==> src/rtl/core/cdsw_ram.sv <==
module cdsw_ram #(
    parameter int Width = 8,
    parameter int Depth = 4
) (
    input  logic                                    aclk,
    input  logic                                    wr_en,
    input  logic [((Depth > 1) ? $clog2(Depth) : 1)-1:0] wr_addr,
    input  logic [Width-1:0]                        wr_data,
    input  logic                                    rd_en,
    input  logic [((Depth > 1) ? $clog2(Depth) : 1)-1:0] rd_addr,
    output logic [Width-1:0]                        rd_data
);

    logic [Width-1:0] mem [Depth];

    always_ff @(posedge aclk) begin
        if (wr_en) begin
            mem[wr_addr] <= wr_data;
        end
        if (rd_en) begin
            rd_data <= mem[rd_addr];
        end
    end

endmodule
==> config.mk <==
export PLATFORM = sky130hd
export DESIGN_NAME = cdsw_ram
export DESIGN_NICKNAME = d
export VERILOG_FILES = /design/src/rtl/core/cdsw_ram.sv
export SDC_FILE = /design/constraint.sdc
export NUM_CORES = 1
export LEC_CHECK = 0
export ABC_AREA = 1
export BUFFER_PORTS_ARGS = -buffer_cell sky130_fd_sc_hd__buf_4
export CELL_PAD_IN_SITES_DETAIL_PLACEMENT = 0
export CELL_PAD_IN_SITES_GLOBAL_PLACEMENT = 1
export CORE_MARGIN = 10
export CORE_UTILIZATION = 30
export CTS_CLUSTER_SIZE = 16
export DETAILED_ROUTE_END_ITERATION = 6
export GPL_ROUTABILITY_DRIVEN = 1
export PLACE_DENSITY = 0.52
export SLEW_MARGIN = 5
export SYNTH_ARGS = -nofsm -noshare
export SYNTH_HDL_FRONTEND = slang
export SYNTH_SLANG_ARGS = --single-unit
==> constraint.sdc <==
create_clock -name aclk -period 1.95 [get_ports aclk]
set_input_delay 0.585 -clock aclk [delete_from_list [all_inputs] [get_ports aclk]]
set_output_delay 0.585 -clock aclk [all_outputs]
set_load 0.02 [all_outputs]
Word-level counts from Yosys, hierarchy flattened
Memory sizes are Yosys's and may differ from the RTL's. A register that Yosys moved wholly into a read port is not among the register bits.
Cells that the tools add are included.

cells by class
  mux-type cells = 2

operators by type and width
  cell    count
  $mux 1  2

storage, ports and cells
  bits in writable memories = 32
  memories kept = 1
  word-level logic and storage cells = 3
  output and inout bits = 8
  input bits = 15
  register bits = 0

memories
  name  words  bits a word  read ports  clocked after Yosys merged registers in  write ports  RTL line  source
  mem   4      8            1           1                                        1            14        logic [Width-1:0] mem [Depth];

Longest topological paths before layout
Gate-level depths: netlist of the first run.

  word-level depth = 2
  mapped depth = 6
  gate-level depth less buffers = 4

Least setup slack after synthesis of the first run
No wires, ideal clock.

  path type = input -> register
  start = in wr_addr[0] in the netlist's numbering
  end = mem mem[3][0], enable pin
  slack = 302 ps
  setup time = 383 ps
  cell stages on the path = 2
  arrival time = 1265 ps
  buffers on the path = 0
  data required time = 1567 ps
  cell sequence = inv_1 -> nor3_1

RTL lines
  what         RTL line  source
  from (decl)  7         input logic [((Depth > 1) ? $clog2(Depth) : 1)-1:0] wr_addr,
  to (decl)    14

No word-level cell before the write port.

Worst setup path in the final report of the first run
  start = reg rd_data[3], read port of mem
  end = out rd_data[3]

RTL lines
  what         RTL line  source
  from (decl)  11        output logic [Width-1:0] rd_data

No word-level cell between the ends.

==> flow_results.org, run 1 <==
** Setup path
- Of all nets on the critical path, the largest fanout is 1.
- Worst Setup SP :: rd_data[3]$_DFFE_PP_
- For the worst flop-to-flop path, the logic depth is 4.
- Required time of the worst setup path :: 1.36 ns
- The endpoint identified for the worst register-to-register timing path is rd_data[2]$_DFFE_PP_.
- Worst path depth :: 1
- The critical path ends at rd_data[3].
- The critical path goes through buf_4.
- Element type at the critical path start :: flop
- Number of buffers and inverters on the critical path :: 1
- Top cell family by delay on the critical path :: flip-flops
- Type of element capturing the critical path :: primary output
- The largest single stage delay on the critical path is 0.38 ns.
- Cell type of the slowest stage on the worst timing path :: edfxtp_1
- Worst Path Class, Setup :: flop to primary output
- Arrival time at the worst endpoint :: 0.84 ns
- Worst reg-to-reg setup slack :: 1.07 ns
- The worst register-to-register path begins at mem[1][2]$_DFFE_PP_.

** Worst hold path
- Type of the most critical hold path :: input port to flop

** Synthesis
- Yosys printed 0 warnings.
- The share of synthesized area in the top cell type comes to 0.738.
- Top area cells in the synthesized netlist :: edfxtp_1 (74%), nand2_1 (9.2%), inv_1 (8.3%)
- Count of mapped cells out of synthesis :: 141
- Summed over all instances, the cell type with the most area after synthesis is edfxtp_1.
- In the synthesized netlist the async set-or-reset flop fraction comes to 0.
- Dominant synthesized flop cell :: edfxtp_1
- After synthesis the netlist holds a flip-flop and latch count of 40.
- The synthesized design contains 40 enable-type register cells.
- The mapped netlist covers 1630 sq um.
- Counting every net in the synthesized netlist gives 156.
- Unique masters post-synth :: 9
- After synthesis, the most frequently instantiated cells are edfxtp_1 (40), nand2_1 (40), inv_1 (36).
- Sequential cell area fraction in the yosys report :: 0.738
- Post-synthesis average cell area :: 11.5 sq um

** Power and ir drop
- Power Density :: 962 nW/um^2
- Leakage component of the power :: 0.900 nW
- The worst-case IR drop observed on VDD is 0.430 mV.

** Timing
- Share of the clock period used by the worst path after layout :: 0.730
- The number of hold violations in the final report came to 0.
- Maximum clock rate :: 0.702 GHz
- At the pin with the least slew margin, the transition time is 0.256 ns.
- RSZ-0062 raised after global routing :: no
- Sum Neg Setup Slack :: 0 ns
- Across all setup checks in the final design, the least slack found is 0.526 ns.
- Final setup fails :: 0
- Hold timing on the final database bottoms out at a slack of 0.502 ns.
- The worst path needs 1.42 ns of the cycle, external delays included.
- Final setup skew :: 0.00490 ns
- Max_slew headroom :: 0.829
- Max-slew violation count :: 0

** Clock network
- Clock buffers created by TritonCTS :: 5
- Once the clock tree was built, the resizer swapped 0 gates to a different size.
- The cell sitting at the root of the clock tree is a clkbuf_8.
- Sink Count :: 40
- The longest clock path from root to sink contains 2 buffers.
- Clock Pin Slew Worst Setup and Hold Paths :: 0.07 ns
- After clock tree synthesis, the flow added hold-fix buffers numbering 0.
- Clock insertion delay at the later pin of the skew report :: 0.29 ns
- Setup repair bufs after CTS :: 0
- Number of H-tree levels :: 2
- TritonCTS built the clock tree.

** Layout
- Number of inserted filler cells in the final layout :: 527
- Register Area :: 1200 sq um
- Fraction of final layout cells sized beyond drive strength 1 :: 0.200
- Summing all non-filler instances in the final layout gives an area of 2000 sq um.
- For this run, the post-layout net count is 185.
- The finished layout holds 240 standard cells, fillers aside.
- Combined area of the multi-input logic cells :: 250 sq um
- The repair_antennas step left the layout with diodes totalling 0.
- Relative to the synthesized area, the layout overhead comes to 23.1%.

** Die
- The initial utilization of the core area, before any placement, comes to 0.315.
- In this run the horizontal extent of the chip is 93.7 microns.
- The total area inside the core boundary comes to 5170 sq um.
- The floorplan has 26 rows.
- The die covers 8770 sq um.
- For this design the top-level I/O count stands at 23.
- From bottom edge to top edge, the die measures 93.7 microns.

** Drt
- DRC errors left :: 0
- Total Routed Length :: 3.08 mm
- After detailed routing, the average wire length per cell comes to 12.8 microns.
- The detailed router finished its first iteration with 53 violations.
- Vias per cell :: 3.88
- Detailed-route via count :: 932
- The first detailed-routing pass ran for 4 iterations.
- ANT nets after route :: 0

** Global routing
- Across every metal layer, demand over resource in global routing totals 0.0769.
- The initial antenna violation count came to 0.
- The first global-routing pass estimated 5.07 mm of wire.
- The total overflow left after global routing is 0.
- Via count of the first global-routing pass :: 965
- Entering global routing, the biggest net connects 18 pins.

** Placed design
- Port Buffers :: 22
- Instance area after placement :: 1880 sq um
- Routability congestion estimate from global placement :: 0.736
- After detailed placement, the design holds a cell count of 233.
- DP Wirelength :: 2.33 mm
- Timing analysis after detailed placement gives a worst setup slack of 0.537 ns.

** Outcome
- Run status :: finished, final reports clean

** Run
- Across the run, the number of max-cap violations was 0.
-- logic make-up (layout without fill, tap and decap cells) --
group / count (synthesis) / count (layout) / synth area share
buffers and inverters: 41 / 70 / 0.108
flip-flops: 40 / 40 / 0.738
AND/OR/NAND/NOR: 60 / 60 / 0.154
-- report_power, final --
| part | internal (mW) | switching [mW] |
|---|---|---|
| clock network | 0.503 | 0.265 |
| registers | 0.998 | 0.0103 |
| logic | 0.0591 | 0.0915 |
| total | 1.56 | 0.367 |
-- cell type report --
type	count	area share
flip-flops and latches	40	0.599
multi-input cells	60	0.125
repair buffers	26	0.0974
inverters	37	0.0705
well taps	70	0.0437
clock buffers	5	0.0343
clock inverters	2	0.0300
-- per-stage QoR --
stage,util,total power [mW]
floorplan,-,1.11
global placement,0.363,1.18
detailed placement,0.363,1.18
CTS,0.388,1.96
global route,0.388,2.03
finish,0.388,1.93
-- how the worst min path moves through the flow --
stage                                end  slack, ns           startpoint  cells past startpoint
global route         mem[1][2]$_DFFE_PP_       0.48           wr_data[2]                      1
global placement    rd_data[0]$_DFFE_PP_       0.63  mem[1][0]$_DFFE_PP_                      4
detailed placement  rd_data[0]$_DFFE_PP_       0.63  mem[1][0]$_DFFE_PP_                      4
finish               mem[1][2]$_DFFE_PP_       0.50           wr_data[2]                      1
CTS                  mem[1][2]$_DFFE_PP_       0.49           wr_data[2]                      1
floorplan           rd_data[5]$_DFFE_PP_       0.57  mem[0][5]$_DFFE_PP_                      4
-- routing by layer --
| metal | up-vias | track usage | part of all wire |
|---|---|---|---|
| met5 | - | 0 | 0 |
| met4 | 0 | 0.0304 | 0.018 |
| met3 | 7 | 0.0352 | 0.061 |
| met2 | 20 | 0.103 | 0.41 |
| met1 | 405 | 0.104 | 0.51 |
| li1 | 500 | - | - |
-- cells in the final DEF, fill, tap and decap left out --
cell type	synthesis	layout
nand2_1	40	40
nand3_1	16	16
clkbuf_8	0	5
buf_4	1	26
edfxtp_1	40	40
inv_1	36	36
inv_4	1	1
nor3_1	4	4
bufinv_16	0	2
-- registers in the layout, indices dropped and copies added (netlist names) --
| signal | flops |
|---|---|
| mem | 32 |
| rd_data | 8 |
Power figures use the tool's default switching activity.
==> run 2: changes to the inputs <==
- PLACE_DENSITY: 0.52 -> 0.54
- clock period: 1.95 -> 1.15 ns (I/O delays scaled with it)
==> flow_results.org, run 2 (same netlist as run 1, synthesis figures left out) <==
** Timing
- The slew of the pin with the lowest slew margin is 0.248 ns (was 0.256 ns).
- The accumulated negative setup slack was -0.0169 ns (was 0 ns).
- RSZ-0062 raised after global routing :: yes (was no)
- Final setup fails :: 3 (was 0)
- Max-slew violation count :: 0 (unchanged)
- Final Worst Setup Slack :: -0.00762 ns (was 0.526 ns)
- The routed design could run at a clock period as short as 1.16 ns.
- Hold Vio Cnt, Final :: 0 (unchanged)
- The worst relative slew slack is 0.835 (was 0.829).
- Final setup skew :: 0.00262 ns (was 0.00490 ns)
- Share of the clock period used by the worst path after layout :: 1.01
- Maximum clock rate :: 0.864 GHz

** Layout
- The net count reported at finish was 187 (was 185).
- The ratio of cells with drive above 1 in the final layout came to 0.231 (was 0.200).
- Summed area of non-filler cells in the final layout :: 2050 sq um (was 2000 sq um)
- Reg with most FFs :: mem (unchanged)
- Biggest registers after layout: mem: 32 flops, rd_data: 8 flops (unchanged).
- The core utilization of the finished layout came to 0.397 (was 0.388).
- Antenna diodes :: 0 (unchanged)
- The layout-stage area growth over the synthesis result was 26.2% (was 23.1%).
- Number of inserted filler cells in the final layout :: 476 (was 527)
- The number of flip-flops under the largest register name was 32 (unchanged).
- Combined area of the multi-input logic cells :: 270 sq um (was 250 sq um)
- The area of all sequential standard cells is 1200 sq um (unchanged).
- Most frequent cells in the layout :: nand2_1 (40), edfxtp_1 (40), inv_1 (36), buf_4 (18), nand3_1 (16) (was nand2_1 (40), edfxtp_1 (40), inv_1 (36), buf_4 (26), nand3_1 (16))

** Clock network
- The CTS buffer count came to 5 (unchanged).
- The number of H-tree levels is 2 (unchanged).
- Setup repair bufs after CTS :: 0 (unchanged)
- The TritonCTS clock tree is done (unchanged).
- Number of buffers inserted by hold repair at cts :: 0 (unchanged)
- Sink Count :: 40 (unchanged)
- Clock Pin Slew Worst Setup and Hold Paths :: 0.08 ns (was 0.07 ns)
- Clock insertion delay at the later pin of the skew report :: 0.28 ns (was 0.29 ns)
- The root buffer selected by CTS was clkbuf_8 (unchanged).
- Buffer levels on the longest clock path :: 2 (unchanged)

** Placed design
- Instance area after placement :: 1940 sq um (was 1880 sq um)
- The post-placement setup slack was -0.0171 ns (was 0.537 ns).
- Routability congestion estimate from global placement :: 0.690 (was 0.736)
- Port Buffers :: 22 (unchanged)
- DP Wirelength :: 2.31 mm (was 2.33 mm)

** Setup path
- The class of the most critical setup path is flop to primary output (unchanged).
- Largest fanout of any net on the critical path :: 1 (unchanged)
- The worst endpoint required time came to 0.81 ns (was 1.36 ns).
- The critical-path cell with the highest stage delay is edfxtp_1 (unchanged).
- Number of buffers and inverters on the critical path :: 1 (unchanged)
- Max stage delay on crit path :: 0.39 ns (was 0.38 ns)
- Arrival time at the worst endpoint :: 0.81 ns (was 0.84 ns)
- Top cell family by delay on the critical path :: flip-flops (unchanged)
- CP cell instances: buf_6 (was buf_4).
- Element type at the critical path start :: flop (unchanged)
- Type of element capturing the critical path :: primary output (unchanged)

** Die
- The number of standard-cell rows in the floorplan came to 26 (unchanged).
- Core Box Area :: 5170 sq um (unchanged)
- The floorplan die height is 93.7 microns (unchanged).
- Ports placed on the boundary :: 23 (unchanged)
- The starting utilization of the core area is 0.315 (unchanged).
- The horizontal die dimension is 93.7 microns (unchanged).
- Area of the die :: 8770 sq um (unchanged)

** Drt
- Average wire length per cell after detail routing :: 12.1 microns (was 12.8 microns)
- DR iter-0 viols :: 45 (was 53)
- The post-route DRC violation count is 0 (unchanged).
- The via count is 958 (was 932).
- ANT nets after route :: 0 (unchanged)
- Vias per cell :: 3.94 (was 3.88)
- The total routed wirelength came to 2.94 mm (was 3.08 mm).
- The detailed-routing iteration count for the pre-antenna-repair pass came to 4 (unchanged).

** Power and ir drop
- Leakage component of the power :: 0.910 nW (was 0.900 nW)
- Power Density :: 1410 nW/um^2 (was 962 nW/um^2)
- Final total power :: 2.89 mW (was 1.93 mW)
- The peak supply drop was 0.465 mV (was 0.430 mV).

** Worst hold path
- Type of the most critical hold path :: input port to flop (unchanged)

** Global routing
- The overflow left after global routing came to 0 (unchanged).
- First-pass GRT wire length :: 5.11 mm (was 5.07 mm)
- Via count of the first global-routing pass :: 1,044 (was 965)
- The initial antenna violation count came to 0 (unchanged).
- Overall fraction of global-route tracks in use :: 0.0751 (was 0.0769)
- The maximum number of pins on one net before global-route repair came to 17 (was 18).

** Run
- The max-cap violation count was 0 (unchanged).

** Outcome
- Run status :: complete, but fails checks (was finished, final reports clean)
- The final reports fail on setup timing.
==> run 2: cell count changes in the layout (fill, tap and decap cells not counted) <==
cell / delta
bufinv_16: -2
clkinv_4: +1
clkinvlp_4: +1
nor3_2: +4
buf_6: +8
buf_4: -8
clkbuf_1: +1
buf_12: +2
nor3_1: -4
==> run 2: final cells by class <==
class | instances | area share
Clock inverter | 2 | 0.00792
Tap cell | 70 | 0.0426
Clock buffer | 6 | 0.0353
Sequential cell | 40 | 0.585
Multi-Input combinational cell | 60 | 0.132
Timing Repair Buffer | 28 | 0.129
Inverter | 37 | 0.0688
==> run 2: where the power goes <==
part           internal (mW)  switching [mW]  leakage [nW]
sequential              1.69          0.0246         0.373
combinational          0.128           0.157         0.496
clock                  0.431           0.455        0.0414
total                   2.25           0.636         0.910
==> run 2: per-stage QoR <==
stage	std cells	hold slack, ns
2_1_floorplan	141	0.444
6_report	243	0.271
3_3_place_gp	235	0.560
4_1_cts	243	0.259
5_1_grt	243	0.261
3_5_place_dp	235	0.559
==> run 2: per-layer routing <==
| layer | track usage | part of all wire | vias up |
|---|---|---|---|
| met5 | 0 | 0 | - |
| met4 | 0.0392 | 0.010 | 0 |
| met2 | 0.114 | 0.45 | 33 |
| met1 | 0.0898 | 0.48 | 419 |
| li1 | - | - | 504 |
| met3 | 0.0296 | 0.063 | 2 |
==> run 2: worst reg2reg max path, cell delays in order, from the launching register on <==
cell,delay (ns)
edfxtp_1,0.37
inv_1,0.08
nand2_1,0.06
nand3_1,0.08
nand2_1,0.06
==> run 2: repair_timing <==
action	in CTS	in global routing
setup endpoints to repair	8	8
endpoints found under the hold margin	0	0
resized for setup	8	0
==> run 2: final timing paths <==
kind,from,endpoint,slack [ns],cells past startpoint
hold / removal,wr_data[2],mem[2][2]$_DFFE_PP_,0.27,1
hold reg to reg,mem[0][3]$_DFFE_PP_,rd_data[3]$_DFFE_PP_,0.63,4
setup reg to reg,mem[2][3]$_DFFE_PP_,rd_data[3]$_DFFE_PP_,0.27,4
setup / recovery,rd_data[2]$_DFFE_PP_,rd_data[2],-0.008,1
==> run 3: changes to the inputs <==
- CORE_UTILIZATION: 30 -> 40
- PLACE_DENSITY: 0.54 -> 0.7
==> flow_results.org, run 3 (same netlist as run 1, synthesis figures left out) <==
** Outcome
- Run status :: complete, but fails checks (unchanged)
- Violated checks :: setup timing (unchanged)

** Power and ir drop
- Leakage component of the power :: 0.900 nW (was 0.910 nW)
- The total net switching power is 0.626 mW (was 0.636 mW).
- Sw frac :: 0.218 (was 0.220)
- Power Density :: 1430 nW/um^2 (was 1410 nW/um^2)
- The part of the power in combinational logic is 0.096 (was 0.099).
- The total internal power came to 2.24 mW (was 2.25 mW).
- Worst IR Drop VDD :: 0.640 mV (was 0.465 mV)
- Portion of total power attributed to sequential cells :: 0.598 (was 0.595)
- The fraction of power consumed by the clock network is 0.306 (was 0.307).

** Layout
- Most frequent cells in the layout :: nand2_1 (40), edfxtp_1 (40), inv_1 (36), buf_4 (18), nand3_1 (16) (unchanged)
- The number of flip-flops under the largest register name was 32 (unchanged).
- The register name with the most flops is mem (unchanged).
- The layout-stage area growth over the synthesis result is 23.4% (was 26.2%).
- Biggest registers after layout :: mem: 32 flops, rd_data: 8 flops (unchanged)
- Final non-filler cell total :: 222 (was 243)
- Antenna diodes :: 0 (unchanged)
- Fraction of final layout cells sized beyond drive strength 1 :: 0.227 (was 0.231)
- The net count reported at finish is 186 (was 187).

** Global routing
- The met1 layer usage reported by global route came to 0.0984 (was 0.0898).
- The via count of the first global-routing pass was 1,030 (was 1,044).
- The initial antenna violation count is 0 (unchanged).
- Overall fraction of global-route tracks in use :: 0.0882 (was 0.0751)
- The maximum number of pins on one net before global-route repair came to 17 (unchanged).
- The layer with the highest usage after global routing is met2 (unchanged).
- The wire length of the first global-routing pass came to 4.91 mm (was 5.11 mm).
- The overflow left after global routing is 0 (unchanged).
- The met2 track demand over resource came to 0.137 (was 0.114).
- The global routing met3 resource utilization came to 0.0352 (was 0.0296).

** Die
- Die Width :: 83.8 microns (was 93.7 microns)
- The number of standard-cell rows in the floorplan was 23 (was 26).
- Core Box Area :: 3970 sq um (was 5170 sq um)
- The area of the die is 7020 sq um (was 8770 sq um).
- The starting utilization of the core area came to 0.410 (was 0.315).
- The boundary pin count was 23 (unchanged).
- The floorplan die height was 83.8 microns (was 93.7 microns).

** Timing
- The setup skew after layout is 0.00775 ns (was 0.00262 ns).
- The number of max-slew violations in the final report was 0 (unchanged).
- Hold Vio Cnt, Final :: 0 (unchanged)
- Final Worst Setup Slack :: -0.0199 ns (was -0.00762 ns)
- RSZ-0062 raised after global routing :: yes (unchanged)
- Worst Tran Pin Value :: 0.268 ns (was 0.248 ns)
- The count of final setup violators was 7 (was 3).
- Time the final worst path needs with I/O delays and setup :: 1.17 ns (was 1.16 ns)
- The worst relative slew slack is 0.821 (was 0.835).
- The period utilization came to 1.02 (was 1.01).
- The accumulated negative setup slack is -0.0797 ns (was -0.0169 ns).
- The maximum clock frequency was 0.855 GHz (was 0.864 GHz).

** Setup path
- Top cell family by delay on the critical path :: flip-flops (unchanged)
- Element type at the critical path start :: flop (unchanged)
- The number of cells on the worst reg-to-reg path came to 4 (unchanged).
- Cell type of the slowest stage on the worst timing path :: edfxtp_1 (unchanged)
- CP cell instances: buf_6 (unchanged).
- The arrival time of the worst setup path was 0.82 ns (was 0.81 ns).
- The endpoint kind of the worst setup timing path is a primary output (unchanged).
- Required time of the worst setup path :: 0.81 ns (about the same)
- The maximum net fanout on the critical path was 1 (unchanged).
- The total stage count of the critical path was 1 (unchanged).
- Number of buffers and inverters on the critical path :: 1 (unchanged)
- Max stage delay on crit path :: 0.39 ns (about the same)
- Worst Path Class, Setup :: flop to primary output (unchanged)

** Clock network
- Number of H-tree levels :: 2 (unchanged)
- The CTS buffer count was 5 (unchanged).
- The TritonCTS clock tree is done (unchanged).
- Number of buffers inserted by hold repair at cts :: 0 (unchanged)
- Sink Count :: 40 (unchanged)
- The maximum root-to-sink buffer count is 2 (unchanged).
- Clock insertion delay at the later pin of the skew report :: 0.29 ns (was 0.28 ns)
- # resized after CTS :: 8 (unchanged)
- Clock Pin Slew Worst Setup and Hold Paths :: 0.08 ns (about the same)
- Clock root cell :: clkbuf_8 (unchanged)
- Setup repair bufs after CTS :: 0 (unchanged)

** Drt
- The via count was 994 (was 958).
- The violation count after the first detailed-route iteration is 73 (was 45).
- ANT nets after route :: 0 (unchanged)
- The post-route DRC violation count is 0 (unchanged).
- The detailed-routing iteration count for the pre-antenna-repair pass was 4 (unchanged).
- The total routed wirelength was 2.86 mm (was 2.94 mm).
- The routed via count divided by cell count is 4.48 (was 3.94).
- The wire length per cell after detailed routing came to 12.9 microns (was 12.1 microns).

** Placed design
- The number of buffer cells added on primary ports was 22 (unchanged).
- Routability congestion estimate from global placement :: 0.748 (was 0.690)
- Placed Instances :: 214 (was 235)
- DP Wirelength :: 2.27 mm (was 2.31 mm)

** Worst hold path
- WHS Path Cells :: 1 (unchanged)
- Type of the most critical hold path :: input port to flop (unchanged)

** Run
- The max-cap violation count came to 0 (unchanged).
==> run 3: cell types whose count changed in the layout (fill, tap and decap cells not counted), sizes merged <==
cell,before,now
buf,28,27
==> run 3: worst paths after layout <==
| path | startpoint | to | slack (ns) |
|---|---|---|---|
| worst min-delay path | wr_data[1] | mem[3][1]$_DFFE_PP_ | 0.26 |
| worst min register to register | mem[2][5]$_DFFE_PP_ | rd_data[5]$_DFFE_PP_ | 0.63 |
| worst max register to register | mem[1][3]$_DFFE_PP_ | rd_data[3]$_DFFE_PP_ | 0.28 |
| worst max-delay path | rd_data[6]$_DFFE_PP_ | rd_data[6] | -0.02 |
==> run 3: metal layers <==
metal / share of wire / up-vias
met2: 0.47 / 35
met1: 0.44 / 447
met3: 0.061 / 7
li1: - / 505
met4: 0.026 / 0
met5: 0 / -
==> run 3: power groups by stage <==
| stage | Sequential, mW | Combinational, mW | Clock (mW) |
|---|---|---|---|
| after global routing | 1.72 | 0.310 | 0.990 |
| final | 1.72 | 0.276 | 0.877 |
| after floorplan | 1.77 | 0.116 | 0 |
| after global placement | 1.75 | 0.261 | 0 |
| after detailed placement | 1.75 | 0.268 | 0 |
| after CTS | 1.72 | 0.280 | 0.921 |
==> run 3: stage by stage <==
stage	power [mW]	hold slack (ns)	setup slack (ns)	cell area [sq um]	util
5_1_grt	3.02	0.244	-0.0647	2010	0.506
3_3_place_gp	2.01	0.557	0.0133	1890	0.476
4_1_cts	2.92	0.249	-0.0413	2010	0.506
2_1_floorplan	1.89	0.444	-0.0334	1650	-
3_5_place_dp	2.01	0.559	-0.0287	1890	0.476
6_report	2.87	0.257	-0.0199	2010	0.506
==> run 3: area by class of cell <==
cell class                 instances  area [sq um]
multi-input combinational         60           270
clock buffer                       6          72.6
clock inverter                     2          16.3
inverter                          37           141
tap                               50          62.6
fill                             347          1960
sequential                        40          1200
timing repair buffer              27           245
